## config.mk

```make
export PLATFORM = sky130hd
export DESIGN_NAME = tea_half_round
export DESIGN_NICKNAME = d
export VERILOG_FILES = /design/src/rtl/tea_pkg.sv /design/src/rtl/tea_half_round.sv
export SDC_FILE = /design/constraint.sdc
export NUM_CORES = 1
export LEC_CHECK = 0
export ABC_AREA = 1
export BUFFER_PORTS_ARGS = -buffer_cell sky130_fd_sc_hd__clkbuf_2
export CAP_MARGIN = 40
export CORE_MARGIN = 5
export CORE_UTILIZATION = 35
export CTS_BUF_LIST = sky130_fd_sc_hd__clkbuf_4 sky130_fd_sc_hd__clkbuf_8
export DETAILED_ROUTE_END_ITERATION = 6
export SYNTH_ARGS = -nofsm -noshare
export SYNTH_HDL_FRONTEND = slang
export SYNTH_SLANG_ARGS = --single-unit
```

## constraint.sdc

```tcl
create_clock -name clk -period 0.8 [get_ports clk]
set_input_delay 0.08 -clock clk [delete_from_list [all_inputs] [get_ports clk]]
set_output_delay 0.08 -clock clk [all_outputs]
set_load 0.05 [all_outputs]
```

## src/rtl/tea_pkg.sv

```systemverilog
// ----------------------------------------------------------------------------
// TEA package
// Shared word, stage and configuration types for the TEA block cipher.
// ----------------------------------------------------------------------------
package tea_pkg;

    localparam int WORD_W    = 32;
    localparam int CFG_IDX_W = 3;
    localparam int SHIFT_L   = 4;
    localparam int SHIFT_R   = 5;

    typedef logic [WORD_W-1:0] word_t;

    localparam word_t DELTA_RESET = 32'h9E37_79B9;

    // Register indexes of the configuration port.
    typedef enum logic [CFG_IDX_W-1:0] {
        CFG_KEY_0 = 3'd0,
        CFG_KEY_1 = 3'd1,
        CFG_KEY_2 = 3'd2,
        CFG_KEY_3 = 3'd3,
        CFG_DELTA = 3'd4
    } cfg_idx_t;

    // One block in flight, with its mode and running sum.
    typedef struct packed {
        logic  mode;
        word_t a;
        word_t b;
        word_t sum;
    } stage_t;

    // One finished block waiting at the output.
    typedef struct packed {
        word_t a;
        word_t b;
    } blk_t;

endpackage

```

## src/rtl/tea_half_round.sv

```systemverilog
// ----------------------------------------------------------------------------
// TEA half-round stage
// One registered half of a TEA round, for either direction of the cipher.
// ----------------------------------------------------------------------------
module tea_half_round #(
    parameter bit SECOND = 1'b0
) (
    input  logic            clk,
    input  logic            rst_n,
    input  logic            advance,
    input  logic            valid_in,
    input  tea_pkg::stage_t data_in,
    input  tea_pkg::word_t  key_0,
    input  tea_pkg::word_t  key_1,
    input  tea_pkg::word_t  key_2,
    input  tea_pkg::word_t  key_3,
    input  tea_pkg::word_t  delta,
    output logic            valid_out,
    output tea_pkg::stage_t data_out
);
    import tea_pkg::*;

    logic   valid_reg;
    stage_t data_reg;
    stage_t data_next;
    logic   src_is_b;
    word_t  src;
    word_t  key_lo;
    word_t  key_hi;
    word_t  mix_val;

    // Encryption updates a from b and then b from a; decryption runs the
    // same two updates in the opposite order, so the source half depends on
    // both the mode and which half of the round this stage holds.
    always_comb
    begin
        src_is_b  = (data_in.mode == SECOND);
        data_next = data_in;
        if (src_is_b)
        begin
            src    = data_in.b;
            key_lo = key_0;
            key_hi = key_1;
        end
        else
        begin
            src    = data_in.a;
            key_lo = key_2;
            key_hi = key_3;
        end
        mix_val = ((src << SHIFT_L) + key_lo) ^ (src + data_in.sum) ^
                  ((src >> SHIFT_R) + key_hi);
        if (src_is_b)
        begin
            data_next.a = data_in.mode ? data_in.a - mix_val : data_in.a + mix_val;
        end
        else
        begin
            data_next.b = data_in.mode ? data_in.b - mix_val : data_in.b + mix_val;
        end
        if (SECOND)
        begin
            data_next.sum = data_in.mode ? data_in.sum - delta : data_in.sum + delta;
        end
    end

    always_ff @(posedge clk or negedge rst_n)
    begin
        if (!rst_n)
        begin
            valid_reg <= 1'b0;
        end
        else if (advance)
        begin
            valid_reg <= valid_in;
        end
    end

    always_ff @(posedge clk)
    begin
        if (advance && valid_in)
        begin
            data_reg <= data_next;
        end
    end

    assign valid_out = valid_reg;
    assign data_out  = data_reg;

endmodule

```

==> impl_metrics.ini <==
[drt]
viasPerCell = 5.05
drc = 0
routed_wl_um = 66400
wl_per_cell_um = 17.8
drtIter0Drc = 1260
vias = 18803
ant_nets = 0
drt-pass1-iter-count = 5

[placement]
gp_congestion = 0.937
placement.io_buffers = 326
dp_hpwl_um = 52200

[sta]
setup_slack_ns = -3.30
worst_pin_slew_ns = 0.499
hold_viol = 7
drv_slew = 0
timing.final.crit_period_ns = 4.10
hold-worst-slack_ns = -0.101
grt_setup_unrepaired = yes
finalSetupViolCount = 259
finalCritPeriodShare = 5.13
fmax_mhz = 244
relSlewSlack = 0.666
finClkSkew_ns = 0

[die]
row_count = 73
start_util = 0.353
core_area_sq_um = 39700
dieHeight_um = 210
die_w_um = 210
die-area_sq_um = 44200
pin_count = 359

[logic_synthesis]
ys_seq_elements = 98
ys_types = 57
syn_avg_cell_area_sq_um = 6.50
syn_inst = 2160
synth_flop_cell = edfxtp_1
ys_async_sr_fraction = 0.0102
syn_nets = 2578
yosysSeqAreaShare = 0.209
synth-edff-count = 97
synth_area_sq_um = 14000
ys_warn_count = 0

[grt]
grt_antenna_before_repair = 0
grt-ovfl-total = 0
grt_pass1_wl_um = 96600
grt_pass1_vias = 18642
grtUsageTotal = 0.277
grt_max_degree = 44

[critical_path]
crit_buf_inv = 10
ff2ff_path_depth = 2
path_max_fanout = 8
end_kind = flop
r2r-end = valid_out
crit_start = data_in[96]
critPathKind = in -> reg
slowest_delay_ns = 0.30
cp_common_cell = buf_4
critPathTopFamily = buffers and inverters
start_kind = input port
regToRegSetupSlack_ns = 0.15
crit_end = data_out[85]
crit_cells = 28
worstPathArrival_ns = 4.31
crit_slowest_cell = ha_4
critPathRequiredTime_ns = 1.01
reg2reg_from = valid_out

[finish]
drive_gt1_frac = 0.509
most-common-layout-cells = buf_4 (635), nand2_1 (571), clkbuf_2 (287), inv_1 (215), nor2_1 (121)
final_common_cell = buf_4
fin_util = 0.660
area_growth_pct = 86.7
n_antenna_cell = 0
num-fill-cells = 3329
nets = 3612

[outcome]
status = complete, but fails checks
violations = hold timing, setup timing

[clocking]
clock_latency_ns = 0.46
clockRootBuffer = clkbuf_8
cts_max_level = 3
cts.sinks = 98
cts.clk_slew.worst_paths_ns = 0.11
clock_path_buffers = 2
cts_buffers = 9
cts_tree = done
postCtsHoldBufs = 41

[pwr]
power_density_nw_per_um2 = 3250
vdd_drop_max_v = 0.00202
p_leak_nw = 12.9
p_total_mw = 85.2

[hold_path]
hold_class = in -> reg

[job]
cap_violations = 0
[cell type report]
type	instances	area, sq um	area share
Multi-Input combinational cell	1788	13600	0.520
Clock buffer	9	124	0.00473
Sequential cell	98	2940	0.112
Clock inverter	7	70.1	0.00267
Tap cell	525	657	0.0251
Inverter	243	928	0.0354
Timing Repair Buffer	1054	7860	0.300
[worst min-delay path: stages]
cell      delay (ns)
clkbuf_2        0.13
nand2_8         0.05
o21ai_0         0.07
[cell usage after synthesis (5+ instances only)]
cell type / count / area share
nand2_1: 707 / 0.19
inv_1: 243 / 0.065
nor2_1: 168 / 0.045
a21oi_1: 166 / 0.059
ha_1: 152 / 0.14
o21ai_0: 147 / 0.052
edfxtp_1: 97 / 0.21
nand3_1: 94 / 0.034
xnor2_1: 71 / 0.044
xor2_1: 62 / 0.039
a21o_1: 33 / 0.018
clkbuf_1: 23 / 0.0062
nor3_1: 23 / 0.0082
a31oi_1: 16 / 0.0071
nand4_1: 15 / 0.0067
or2_2: 12 / 0.0053
nor4_1: 11 / 0.0049
nand3b_1: 8 / 0.0043
o21ai_2: 8 / 0.0050
o21bai_1: 8 / 0.0043
a21oi_2: 7 / 0.0044
nand2_2: 7 / 0.0031
o211ai_1: 7 / 0.0037
o21ai_1: 7 / 0.0025
fa_1: 5 / 0.0071
o21a_1: 5 / 0.0027
[kinds of logic (layout without fill, tap and decap cells)]
logic type	Yosys count	after routing	synth area share
AND/OR/NAND/NOR	1063	1063	0.309
flip-flops	98	98	0.209
buffers and inverters	274	1313	0.0743
adder cells (fa/ha/maj)	157	157	0.143
AO/OA/AOI/OAI	431	431	0.178
XOR/XNOR	135	135	0.0853
multiplexers	2	2	0.00143
[report_power, final]
group	internal, mW	total [mW]	switching [mW]
logic	34.8	74.4	39.7
registers	7.02	7.25	0.232
clock network	1.20	3.53	2.33
[worst min path at each step]
stage	cells past startpoint	slack [ns]	endpoint	start
3_5_place_dp	1	-0.14	valid_out	rst_n
2_1_floorplan	0	-0.22	valid_out	rst_n
4_1_cts	3	-0.13	valid_out	valid_in
3_3_place_gp	1	-0.14	valid_out	rst_n
6_report	3	-0.10	valid_out	valid_in
5_1_grt	3	-0.11	valid_out	valid_in
[stage by stage]
step	setup WS (ns)	hold slack (ns)	setup TNS, ns	instances	instance area, sq um
2_1_floorplan	-3.27	-0.216	-288.23	2160	14600
3_3_place_gp	-3.93	-0.144	-235.64	3602	21500
3_5_place_dp	-4.01	-0.144	-240.83	3602	21500
4_1_cts	-3.07	-0.132	-232.65	3685	24200
5_1_grt	-3.46	-0.114	-257.49	3724	26200
6_report	-3.30	-0.101	-243.59	3724	26200
[per-layer routing]
metal / track usage / up-vias / share of wire
met1: 0.363 / 8813 / 0.43
met5: 0 / - / 0
met4: 0.0695 / 0 / 0.024
met3: 0.0350 / 107 / 0.059
met2: 0.484 / 623 / 0.49
li1: - / 9260 / -
[repair_timing]
action | 4_1_cts | 5_1_grt
gates resized for setup | 392 | 381
setup endpoints to repair | 162 | 259
cloned | 5 | 2
setup buffers | 21 | 39
hold endpoints to repair | 52 | 7
pin swaps | 106 | 100
[state kept, by name, summed over array words and instances (netlist names)]
| name | count |
|---|---|
| data_out | 97 |
| valid_out | 1 |
No activity file was read; power rests on OpenSTA's default activity.
